File: config.mk
export PLATFORM = sky130hd
export DESIGN_NAME = utf8_single_line_validator_core
export DESIGN_NICKNAME = d
export VERILOG_FILES = /design/src/hdl/utf8v_pkg.sv /design/src/hdl/utf8_single_line_validator_core.sv
export VERILOG_INCLUDE_DIRS = /design/src /design/src/hdl
export SDC_FILE = /design/constraint.sdc
export NUM_CORES = 1
export LEC_CHECK = 0
export ABC_AREA = 1
export BUFFER_PORTS_ARGS = -buffer_cell sky130_fd_sc_hd__clkbuf_2
export CAP_MARGIN = 30
export CORE_ASPECT_RATIO = 2
export CORE_MARGIN = 2
export CORE_UTILIZATION = 45
export DETAILED_ROUTE_END_ITERATION = 10
export GPL_ROUTABILITY_DRIVEN = 1
export HOLD_SLACK_MARGIN = 0.1
export PLACE_DENSITY = 0.69
export SYNTH_ARGS = -nofsm -noshare
export SYNTH_HDL_FRONTEND = slang
export SYNTH_SLANG_ARGS = --single-unit
File: constraint.sdc
create_clock -name aclk -period 2.15 [get_ports aclk]
set_clock_uncertainty 0.1 [all_clocks]
set_input_delay 0.1075 -clock aclk [delete_from_list [all_inputs] [get_ports aclk]]
set_output_delay 0.1075 -clock aclk [all_outputs]
set_load 0.02 [all_outputs]
File: src/hdl/utf8_single_line_validator_core_assert.svh
// assertion macros for the utf-8 single-line validator core
`ifndef UTF8_SINGLE_LINE_VALIDATOR_CORE_ASSERT_SVH
`define UTF8_SINGLE_LINE_VALIDATOR_CORE_ASSERT_SVH

// same-cycle implication, checked outside reset
`define UTF8V_ASSERT_NOW(label, clk, rstn, ante, cons, msg) \
    label: assert property (@(posedge clk) disable iff (!(rstn)) (ante) |-> (cons)) \
        else $error(msg);

// next-cycle implication, checked outside reset
`define UTF8V_ASSERT_NEXT(label, clk, rstn, ante, cons, msg) \
    label: assert property (@(posedge clk) disable iff (!(rstn)) (ante) |=> (cons)) \
        else $error(msg);

`endif

File: src/hdl/utf8v_pkg.sv
// types, status codes and range checks shared by the utf-8 validator
package utf8v_pkg;

    localparam int unsigned CpWidth = 21;

    localparam logic [1:0] STATUS_NONE      = 2'd0;
    localparam logic [1:0] STATUS_MALFORMED = 2'd1;
    localparam logic [1:0] STATUS_LINE_BRK  = 2'd2;

    localparam logic [7:0] LEAD2_LO = 8'hC2;
    localparam logic [7:0] LEAD2_HI = 8'hDF;
    localparam logic [7:0] LEAD3_LO = 8'hE0;
    localparam logic [7:0] LEAD3_HI = 8'hEF;
    localparam logic [7:0] LEAD4_LO = 8'hF0;
    localparam logic [7:0] LEAD4_HI = 8'hF4;

    localparam logic [CpWidth-1:0] MIN_CP3   = 21'h00800;
    localparam logic [CpWidth-1:0] MIN_CP4   = 21'h10000;
    localparam logic [CpWidth-1:0] SURR_LO   = 21'h0D800;
    localparam logic [CpWidth-1:0] SURR_HI   = 21'h0DFFF;
    localparam logic [CpWidth-1:0] MAX_CP    = 21'h10FFFF;
    localparam logic [CpWidth-1:0] CP_LF     = 21'h0000A;
    localparam logic [CpWidth-1:0] CP_CR     = 21'h0000D;
    localparam logic [CpWidth-1:0] CP_NEL    = 21'h00085;
    localparam logic [CpWidth-1:0] CP_LSEP   = 21'h02028;
    localparam logic [CpWidth-1:0] CP_PSEP   = 21'h02029;

    typedef struct packed {
        logic [7:0] data_byte;
        logic       last_byte;
    } in_item_t;

    typedef struct packed {
        logic [CpWidth-1:0] code_point;
        logic               char_done;
        logic [1:0]         status;
        logic               text_done;
    } out_item_t;

    // verdict on a finished character
    function automatic logic [1:0] judge_cp(input logic [CpWidth-1:0] v,
                                            input logic [2:0] len);
        logic [1:0] verdict;
        verdict = STATUS_NONE;
        if ((len == 3'd3 && v < MIN_CP3) || (len == 3'd4 && v < MIN_CP4) ||
            (v >= SURR_LO && v <= SURR_HI) || v > MAX_CP) begin
            verdict = STATUS_MALFORMED;
        end else if (v == CP_LF || v == CP_CR || v == CP_NEL ||
                     v == CP_LSEP || v == CP_PSEP) begin
            verdict = STATUS_LINE_BRK;
        end
        return verdict;
    endfunction

endpackage

File: src/hdl/utf8_single_line_validator_core.sv
// top level of the streaming utf-8 single-line validator
//
//  channel  | dir | payload     | handshake
//  ---------+-----+-------------+-----------------
//  s_       | in  | in_item_t   | s_valid/s_ready
//  m_       | out | out_item_t  | m_valid/m_ready
//
// one byte per cycle sustained while m_ is not stalled; a result reaches m_
// through the input register, then the result register
// decode state advances only when a byte moves from the input register to
// the result register, so stalls on m_ hold everything in place
// aresetn clears both valid flags and the decode state; no clearing pass
`include "utf8_single_line_validator_core_assert.svh"

module utf8_single_line_validator_core import utf8v_pkg::*; (
    input  logic      aclk,
    input  logic      aresetn,
    input  logic      s_valid,
    output logic      s_ready,
    input  in_item_t  s_data,
    output logic      m_valid,
    input  logic      m_ready,
    output out_item_t m_data
);

    logic               in_valid_reg;
    in_item_t           in_reg;
    logic               out_valid_reg;
    out_item_t          out_reg;

    logic [1:0]         remain_reg, remain_next;
    logic [2:0]         seq_len_reg, seq_len_next;
    logic [CpWidth-1:0] partial_reg, partial_next;
    logic [1:0]         error_reg, error_next;

    logic               advance;
    logic               complete;
    logic [CpWidth-1:0] char_val;
    logic [2:0]         char_len;
    logic [1:0]         verdict;
    out_item_t          result;
    logic [7:0]         b;

    assign advance = in_valid_reg && (!out_valid_reg || m_ready);
    assign s_ready = !in_valid_reg || advance;
    assign m_valid = out_valid_reg;
    assign m_data  = out_reg;
    assign b       = in_reg.data_byte;

    always_comb begin
        remain_next  = remain_reg;
        seq_len_next = seq_len_reg;
        partial_next = partial_reg;
        error_next   = error_reg;
        complete     = 1'b0;
        char_val     = '0;
        char_len     = 3'd0;
        verdict      = STATUS_NONE;
        result       = '0;

        if (error_reg == STATUS_NONE) begin
            if (remain_reg == 2'd0) begin
                if (!b[7]) begin
                    char_val = {13'd0, b};
                    char_len = 3'd1;
                    complete = 1'b1;
                end else if (b >= LEAD2_LO && b <= LEAD2_HI) begin
                    partial_next = {16'd0, b[4:0]};
                    seq_len_next = 3'd2;
                    remain_next  = 2'd1;
                end else if (b >= LEAD3_LO && b <= LEAD3_HI) begin
                    partial_next = {17'd0, b[3:0]};
                    seq_len_next = 3'd3;
                    remain_next  = 2'd2;
                end else if (b >= LEAD4_LO && b <= LEAD4_HI) begin
                    partial_next = {18'd0, b[2:0]};
                    seq_len_next = 3'd4;
                    remain_next  = 2'd3;
                end else begin
                    error_next = STATUS_MALFORMED;
                end
            end else if (b[7:6] != 2'b10) begin
                error_next = STATUS_MALFORMED;
            end else begin
                partial_next = {partial_reg[CpWidth-7:0], b[5:0]};
                remain_next  = remain_reg - 2'd1;
                if (remain_reg == 2'd1) begin
                    char_val = partial_next;
                    char_len = seq_len_reg;
                    complete = 1'b1;
                end
            end

            if (complete) begin
                verdict      = judge_cp(char_val, char_len);
                remain_next  = 2'd0;
                seq_len_next = 3'd0;
                partial_next = '0;
                if (verdict != STATUS_NONE) begin
                    error_next = verdict;
                end else begin
                    result.code_point = char_val;
                    result.char_done  = 1'b1;
                end
            end

            // text ends inside an open sequence
            if (in_reg.last_byte && error_next == STATUS_NONE && remain_next != 2'd0) begin
                error_next = STATUS_MALFORMED;
            end
        end

        result.status    = error_next;
        result.text_done = in_reg.last_byte;

        if (in_reg.last_byte) begin
            remain_next  = 2'd0;
            seq_len_next = 3'd0;
            partial_next = '0;
            error_next   = STATUS_NONE;
        end
    end

    always_ff @(posedge aclk) begin
        if (!aresetn) begin
            in_valid_reg  <= 1'b0;
            out_valid_reg <= 1'b0;
            remain_reg    <= 2'd0;
            seq_len_reg   <= 3'd0;
            partial_reg   <= '0;
            error_reg     <= STATUS_NONE;
        end else begin
            if (s_ready) begin
                in_valid_reg <= s_valid;
            end
            if (advance) begin
                out_valid_reg <= 1'b1;
                remain_reg    <= remain_next;
                seq_len_reg   <= seq_len_next;
                partial_reg   <= partial_next;
                error_reg     <= error_next;
            end else if (m_ready) begin
                out_valid_reg <= 1'b0;
            end
        end
    end

    always_ff @(posedge aclk) begin
        if (s_valid && s_ready) begin
            in_reg <= s_data;
        end
        if (advance) begin
            out_reg <= result;
        end
    end

    `UTF8V_ASSERT_NOW(a_char_clean, aclk, aresetn,
        out_valid_reg && out_reg.char_done, out_reg.status == STATUS_NONE,
        "character reported with an error status")
    `UTF8V_ASSERT_NOW(a_cp_zero, aclk, aresetn,
        out_valid_reg && !out_reg.char_done, out_reg.code_point == '0,
        "code point not zero without a character")
    `UTF8V_ASSERT_NEXT(a_end_clears, aclk, aresetn,
        advance && in_reg.last_byte,
        remain_reg == 2'd0 && seq_len_reg == 3'd0 && error_reg == STATUS_NONE,
        "decode state not cleared after last byte")
    `UTF8V_ASSERT_NEXT(a_err_sticky, aclk, aresetn,
        error_reg != STATUS_NONE && !(advance && in_reg.last_byte),
        error_reg == $past(error_reg),
        "error status changed before end of text")

endmodule

### Word-level counts from Yosys, hierarchy flattened

Index checks and enable logic that the tools add are counted.

* bits in registers: 58
* latch bits: 0
* memory bits (writable): 0
* bits in read-only memories: 0
* output and inout port bits: 27
* word-level logic and storage cells: 135
* memories: 0

* $add $sub $neg: 1
* $mul: 0
* div/mod/pow operators: 0
* $lt $le $gt $ge: 11
* equal/unequal tests: 12
* shifts and indexed selects: 0
* muxes and demuxes: 61
* bitwise logic cells: 2
* reductions and logical operators: 36

Operators by type and width (count)
* $mux W15: 9
* $mux W21: 4
* $mux W2: 26
* $eq A21 B14 Y1 const B: 2
* $eq A21 B4 Y1 const B: 2
* $mux W3: 12
* $ge A8 B8 Y1 const B: 3
* $le A8 B8 Y1 const B: 3
* $eq A21 B8 Y1 const B: 1
* $ge A21 B16 Y1 const B: 1
* $gt A21 B21 Y1 const B: 1
* $le A21 B16 Y1 const B: 1
* $lt A21 B12 Y1 const B: 1
* $lt A21 B17 Y1 const B: 1
* $logic_and A1 B1 Y1: 10
* $reduce_and A5 Y1: 2
* $logic_or A1 B1 Y1: 9
* $mux W1: 9
* $ne A4 B3 Y1 const B: 2
* $reduce_bool A2 Y1: 4
* $mux W7: 1
* $logic_not A2 Y1: 3
* $ne A6 B2 Y1 const B: 1
* $reduce_bool A3 Y1: 2
* other kinds (10): 13

### Depth between registers and ports, before layout

Gate-level depths: netlist of run 1.

* word-level depth: 24
* gate-level depth with buffers: 17
* mapped depth without buffers: 16

### Worst setup path after synthesis of run 1

Ideal clock, no wire load.

* path type: register to register
* from: register out_valid_reg, in the netlist m_valid
* to: register partial_reg[3]
* data arrival time: 2.126 ns
* required time: 1.964 ns
* setup slack: -0.162 ns
* cell stages (with the launch flop): 10
* buffers on the path: 2
* clock period less this slack: 2.312 ns
* path through: dfxtp_1 > nand2_1 > nand2_1 > inv_1 > o21ai_0 > a21oi_1 > nand2_1 > buf_2 > buf_6 > a211oi_1

* longest elaborated chain between the ends: 4

Ends and longest elaborated chain
* start, declared: line utf8_single_line_validator_core.sv:28 `logic out_valid_reg;`
* start signal, assigned: line utf8_single_line_validator_core.sv:127 `out_valid_reg <= 1'b0;`
* start signal, assigned: line utf8_single_line_validator_core.sv:137 `out_valid_reg <= 1'b1;`
* start signal, assigned: line utf8_single_line_validator_core.sv:143 `out_valid_reg <= 1'b0;`
* $logic_not A1 Y1: line utf8_single_line_validator_core.sv:44 `assign advance = in_valid_reg && (!out_valid_reg || m_ready);`
* $logic_or A1 B1 Y1: line utf8_single_line_validator_core.sv:44
* $logic_and A1 B1 Y1: line utf8_single_line_validator_core.sv:44
* via advance: line utf8_single_line_validator_core.sv:36 `logic advance;`
* $reduce_and A5 Y1 (no source line)
* end signal, assigned: line utf8_single_line_validator_core.sv:140 `partial_reg <= partial_next;`
* end, declared: line utf8_single_line_validator_core.sv:33 `logic [CpWidth-1:0] partial_reg, partial_next;`

The timed path passes the listed nets, and every way through them passes these cells.
A chain may end at the register's enable or synchronous reset.

### Worst setup path in the final report of run 1

* from: register remain_reg[0]
* to: register out_reg, in the netlist m_data[6], data pin

* longest elaborated chain between the ends: 16
* elaborated cells on any way between the ends: 43
* those cells by class: order compare: 5; eq/ne: 8; mux: 16; bitwise: 1; reduce/logical: 13

Ends and longest elaborated chain
* start, declared: line utf8_single_line_validator_core.sv:31 `logic [1:0] remain_reg, remain_next;`
* start signal, assigned: line utf8_single_line_validator_core.sv:138 `remain_reg <= remain_next;`
* branches (longest 16 deep; another with $lt A21 B12 Y1)
* end signal, assigned: line utf8_single_line_validator_core.sv:153 `out_reg <= result;`
* end, declared: line utf8_single_line_validator_core.sv:29 `out_item_t out_reg;`

Parallel ways; which one is timed is not known. The select of a mux whose other input is x is not followed.

==> metrics.csv, run 1 <==
stage,metric,value,unit
clock_network,CTS H-tree lvls,3,
cells_and_area,FILL cells,375,
run_status,failing checks,negative setup slack,
yosys,"Seq/Total Area, Yosys",0.527,
sta,slew margin rel.,0.397,
routing,wire length on met2,5370,um
worst_setup_path,endpoint class of the critical path,flop,
die,I/O pins,40,
cells_and_area,fin util,0.786,
routing,via count,3018,
die,num rows,41,
cells_and_area,Finished Layout Cells,560,
routing,via-per-instance ratio,5.39,
placed_design,placed wire-length estimate,5460,um
routing,Routed WL,9820,um
pwr,LEAKAGE,2.04,nW
placed_design,post-placement cell count,489,
worst_setup_path,crit path kind,reg -> reg,
sta,RSZ-0062 raised after global routing,true,
pwr,Overall Power,3.36,mW
routing,Initial DRC Count,200,
pwr,Gate power share,0.146,
die,Core ar.,6210,sq um
worst_setup_path,CP startpoint kind,flop,
worst_setup_path,arrival time worst endpoint,2.39,ns
worst_setup_path,"Req. time, crit path",2.13,ns
sta,fin crit period,2.41,ns
clock_network,# clock sinks,58,
yosys,Synth Net Count,343,
yosys,"area leader, netlist",edfxtp_1,
yosys,"Async S/R FF share, synth",0,
pwr,switching share of power,0.239,
cells_and_area,Largest register FFs,25,
min_path,Hold Path Class,in -> reg,
sta,fin. max-slew vios,0,
clock_network,CTS tree,done,
routing,DRT met1 WL,3300,um
yosys,post-synth top area share,0.358,
clock_network,register clock-pin slew on the reported worst setup and hold paths,0.06,ns
yosys,yosys warns,0,
global_route,first-pass GRT wire length,13400,um
pwr,Power per Cell Area,690,nW/um^2
run_status,status,"complete, but fails checks",
cells_and_area,Reg area,1510,sq um
cells_and_area,layout cells sized above 1,0.536,
sta,Final Cycle Share,1.12,
global_route,global-route usage over all layers,0.268,
clock_network,number of buffers created by CTS,9,
yosys,synthesized area,2850,sq um
global_route,global route total overflow,0,
yosys,Syn Area/Cell,8.69,sq um
cells_and_area,area of the multi-input gates,1640,sq um
die,die area,7030,sq um
cells_and_area,synthesis-to-finish area growth,71.1,%
worst_setup_path,worst-path maximum fanout,5,
sta,Worst Tran Pin Value,0.904,ns
sta,Final Hold Viols,0,
placed_design,Placer Congestion,0.949,
global_route,vias in the first global route,2872,
routing,top sig layer,met4,
placed_design,placed cell area,3450,sq um
die,die width,60.3,um
clock_network,Root Buffer,clkbuf_16,
sta,final worst setup slack,-0.262,ns
sta,FMAX,415,MHz
pwr,Clk pwr share,0.479,
yosys,Yosys reg bits,58,
run,# Max-Cap Violations,0,
routing,DRC viols,0,
pwr,Seq pwr share,0.375,
routing,post-route ant nets,0,
global_route,initial antenna violation count,0,
yosys,most common cell in the netlist,nand2_1,
yosys,"Primary FF master, synth",edfxtp_1,
yosys,"EDFF count, synth",34,
global_route,pin count of the biggest net entering global routing,28,
pwr,Switch Pwr,0.803,mW
die,Die Y,117,um
placed_design,Port Buffers,39,
routing,WL met3,462,um
die,Initial Utilization,0.459,
yosys,Cells after Synth,328,
cells_and_area,Final Instance Area,4880,sq um
cells_and_area,Ant. Diodes,0,
clock_network,clock buffer depth,2,
pwr,Internal,2.56,mW
sta,# setup viols final,31,
pwr,maximum vdd drop,0.580,mV
cells_and_area,final net count,484,
yosys,ranking of synthesized cells by area,"edfxtp_1 (36%), dfxtp_1 (17%), nand2_1 (7.9%), nand3_1 (6.3%), a21oi_1 (6.1%)",
clock_network,clk_lat worst skew,0.34,ns
yosys,Commonest cells post-synth,"nand2_1 (60), nor2_1 (38), nand3_1 (36), a21oi_1 (35)",
routing,routed length per instance,17.5,um
yosys,Netlist cell types,33,
routing,TritonRoute pass-1 iters,7,
## power by group through the flow
stage | combinational, mW | sequential, mW | clock (mW)
after detailed placement | 0.304 | 1.28 | 0
after global placement | 0.301 | 1.28 | 0
final | 0.492 | 1.26 | 1.61
after CTS | 0.396 | 1.26 | 1.62
after global routing | 0.525 | 1.26 | 1.66
after floorplan | 0.165 | 1.30 | 0
## logic make-up after synthesis
logic type               Yosys count  share of synthesized area
adder cells (fa/ha/maj)            2                    0.00878
AO/OA/AOI/OAI                     64                      0.126
AND/OR/NAND/NOR                  156                      0.254
buffers and inverters             48                     0.0843
flip-flops                        58                      0.527
## metal layers
metal / global-route usage / up-vias
met1: 0.263 / 1416
met4: 0.222 / 0
li1: - / 1402
met3: 0.0487 / 52
met2: 0.464 / 148
met5: 0 / -
## critical path: stages, from the launching register on
cell     delay (ns)
dfxtp_4        0.38
inv_4          0.04
ha_4           0.15
buf_6          0.12
nor2_4         0.15
buf_6          0.15
buf_4          0.13
nand3_1        0.09
o21ai_1        0.28
a21oi_4        0.11
nand4_4        0.14
buf_12         0.14
buf_16         0.13
nor2_2         0.04
## stage by stage
step	hold slack (ns)	setup slack [ns]	TNS, ns
after floorplan	0.106	0.0137	0
after global placement	0.184	-0.312	-7.53
after detailed placement	0.186	-0.362	-9.92
after CTS	0.374	-0.161	-2.89
after global routing	0.397	-0.316	-8.26
final	0.384	-0.262	-5.89
## layout make-up
class / count / area share
Clock buffer: 10 / 0.0469
Inverter: 37 / 0.0339
Sequential cell: 58 / 0.309
Clock inverter: 6 / 0.0215
Multi-Input combinational cell: 222 / 0.336
Tap cell: 86 / 0.0221
Timing Repair inverter: 1 / 0.00180
Timing Repair Buffer: 140 / 0.229
## cell usage in the layout, fill, tap and decap left out, types with 9 or more instances in the layout
cell type and n:
edfxtp_1 34, inv_1 27, clkbuf_16 9, dfxtp_1 22, buf_6 16, dlygate4sd3_1 13
nand3_1 17, nand2_2 11, buf_4 67, nor2_4 9, nand3_2 14, a21oi_2 17
clkbuf_2 39, nand2_1 43, nor2_1 22, nor2_2 9, a21oi_1 19
## repair_timing
action	CTS	global route
pin swaps	22	31
gates cloned	3	3
hold endpoints to repair	15	0
resized for setup	57	104
hold buffers	13	0
buffers inserted	30	8
setup endpoints to repair	43	44
## final timing paths
kind                       start        endpoint  slack, ns  cells after the start
hold / removal         s_data[0]       in_reg[0]       0.38                      2
setup reg to reg   remain_reg[0]       m_data[6]      -0.26                     13
setup / recovery   remain_reg[0]       m_data[6]      -0.26                     13
hold reg to reg   seq_len_reg[0]  seq_len_reg[0]       0.41                      2
Power figures use the tool's default switching activity.
==> run 2: changes to the inputs <==
BUFFER_PORTS_ARGS = unset   (was -buffer_cell sky130_fd_sc_hd__clkbuf_2)
DONT_BUFFER_PORTS = 1   (was unset)
PLACE_DENSITY = 0.63   (was 0.69)
SKIP_LAST_GASP = 1   (was unset)
==> run 2 against run 1 <==
Against the previous run:
- power down 13%
- largest power group is now sequential cells
- critical endpoint is now m_data[11]
- die area unchanged
- clock power down 21%
- the run still ends with negative setup slack left
- final cell count down 8.4%
- first-iteration DRC count down 33%
- flip-flop and latch count unchanged
- sequential share of layout area up 4.6 points
==> metrics.csv, run 2 (synthesis results as in run 1) <==
stage,metric,value,unit
worst_setup_path,worst-path maximum fanout,8,
cells_and_area,"commonest non-fill, non-tap cell in the layout",buf_4,
pwr,Overall Power,2.91,mW
die,Core ar.,6210,sq um
placed_design,placed wire-length estimate,5330,um
die,num rows,41,
clock_network,clock buffer depth,2,
die,die area,7030,sq um
die,die width,60.3,um
worst_setup_path,Worst Setup SP,remain_reg[1],
sta,Worst Tran Pin Value,0.685,ns
cells_and_area,layout cells sized above 1,0.386,
worst_setup_path,"Req. time, crit path",2.14,ns
global_route,global-route usage over all layers,0.243,
worst_setup_path,endpoint class of the critical path,flop,
clock_network,# clock sinks,58,
pwr,Power per Cell Area,687,nW/um^2
sta,final worst setup slack,-0.187,ns
routing,TritonRoute pass-1 iters,4,
worst_setup_path,crit path kind,reg -> reg,
clock_network,number of buffers created by CTS,9,
placed_design,post-placement cell count,456,
sta,fin crit period,2.34,ns
sta,RSZ-0062 raised after global routing,true,
sta,FMAX,428,MHz
routing,via-per-instance ratio,5.24,
routing,routed length per instance,15.6,um
routing,Initial DRC Count,135,
sta,Final Hold Viols,0,
sta,fin. max-slew vios,0,
cells_and_area,Finished Layout Cells,513,
min_path,HP Start,aresetn,
worst_setup_path,FF-to-FF Start,remain_reg[1],
global_route,global route total overflow,0,
clock_network,CTS tree,done,
die,I/O pins,40,
clock_network,clk_lat worst skew,0.34,ns
clock_network,CTS H-tree lvls,3,
routing,DRC viols,0,
min_path,Hold Path Class,in -> reg,
run_status,failing checks,negative setup slack,
global_route,pin count of the biggest net entering global routing,28,
clock_network,Root Buffer,clkbuf_16,
pwr,LEAKAGE,1.72,nW
worst_setup_path,CP startpoint kind,flop,
cells_and_area,final net count,437,
placed_design,Port Buffers,0,
sta,Final Cycle Share,1.09,
run_status,status,"complete, but fails checks",
cells_and_area,most frequent cells in the layout,"buf_4 (70), nand2_1 (55), edfxtp_1 (34), a21oi_1 (30), nand3_1 (28)",
routing,post-route ant nets,0,
clock_network,register clock-pin slew on the reported worst setup and hold paths,0.06,ns
cells_and_area,synthesis-to-finish area growth,48.9,%
global_route,initial antenna violation count,0,
global_route,first-pass GRT wire length,12400,um
cells_and_area,Largest register FFs,25,
cells_and_area,Ant. Diodes,0,
placed_design,Placer Congestion,0.906,
die,Initial Utilization,0.459,
run,# Max-Cap Violations,0,
routing,Routed WL,8020,um
worst_setup_path,arrival time worst endpoint,2.32,ns
pwr,maximum vdd drop,0.583,mV
routing,via count,2686,
global_route,vias in the first global route,2688,
die,Die Y,117,um
sta,slew margin rel.,0.543,
sta,# setup viols final,26,
[run 2: cell count changes in the layout (fill, tap and decap cells not counted), moves of 4 or more]
cell      previous run  this run
nand2_4              8         2
nand3_1             17        28
nand3_4              7         3
clkbuf_2            39         0
o21ai_0              7        11
a211oi_1             1         7
a21oi_1             19        30
a211oi_2             6         0
nand3_2             14         7
nand2_1             43        55
nand2_2             11         5
a21oi_2             17         7
buf_6               16         6
[run 2: metrics by stage]
| step | instance area, sq um | setup WS, ns | hold WS [ns] | utilization | setup TNS (ns) |
|---|---|---|---|---|---|
| global route | 4240 | -0.222 | 0.229 | 0.684 | -6.68 |
| detailed placement | 3320 | -0.318 | 0.106 | 0.535 | -9.77 |
| finish | 4240 | -0.187 | 0.196 | 0.684 | -3.82 |
| global placement | 3320 | -0.300 | 0.106 | 0.535 | -8.79 |
| CTS | 4040 | -0.116 | 0.181 | 0.651 | -1.97 |
| floorplan | 2880 | 0.0137 | 0.106 | - | 0 |
[run 2: where the power goes]
part / switching (mW) / leakage [nW] / internal [mW]
clock: 0.501 / 0.127 / 0.772
sequential: 0.0557 / 0.526 / 1.23
combinational: 0.204 / 1.07 / 0.153
total: 0.761 / 1.72 / 2.15
[run 2: what timing repair did]
action | CTS | global route
hold buffers | 12 | 0
pin swaps | 17 | 16
endpoints found under the setup margin | 44 | 43
buffers inserted | 18 | 9
gates cloned | 2 | 0
hold endpoints to repair | 15 | 0
resized for setup | 46 | 36
[run 2: worst max-delay path, stage by stage, from the launching register on]
cell	delay (ns)
dfxtp_2	0.35
inv_4	0.05
ha_4	0.16
buf_8	0.14
buf_4	0.13
nand4_1	0.12
nand2_1	0.12
nor2_4	0.14
and2_1	0.15
nand2_1	0.06
nand2_2	0.10
nand2_4	0.07
nand4_4	0.16
clkbuf_16	0.20
nor2_2	0.04
[run 2: layout make-up]
cell class | instances | area (sq um)
Clock buffer | 9 | 225
Fill cell | 485 | 1960
Timing Repair inverter | 1 | 8.76
Timing Repair Buffer | 93 | 813
Clock inverter | 7 | 46.3
Multi-Input combinational cell | 222 | 1370
Sequential cell | 58 | 1510
Inverter | 37 | 163
Tap cell | 86 | 108
[run 2: layer usage]
layer | GRT usage | wire length (um) | vias to the layer above
met5 | 0 | 0 | -
li1 | - | - | 1310
met4 | 0.147 | 271 | 0
met1 | 0.244 | 2910 | 1290
met3 | 0.0520 | 189 | 18
met2 | 0.437 | 4650 | 68
[run 2: path summary, 6_finish.rpt]
| check | end | slack [ns] | depth (start not counted) |
|---|---|---|---|
| worst max-delay path | m_data[11] | -0.19 | 14 |
| worst min-delay path | partial_reg[9] | 0.20 | 2 |
| worst max register to register | m_data[11] | -0.19 | 14 |
| worst min register to register | seq_len_reg[2] | 0.37 | 2 |
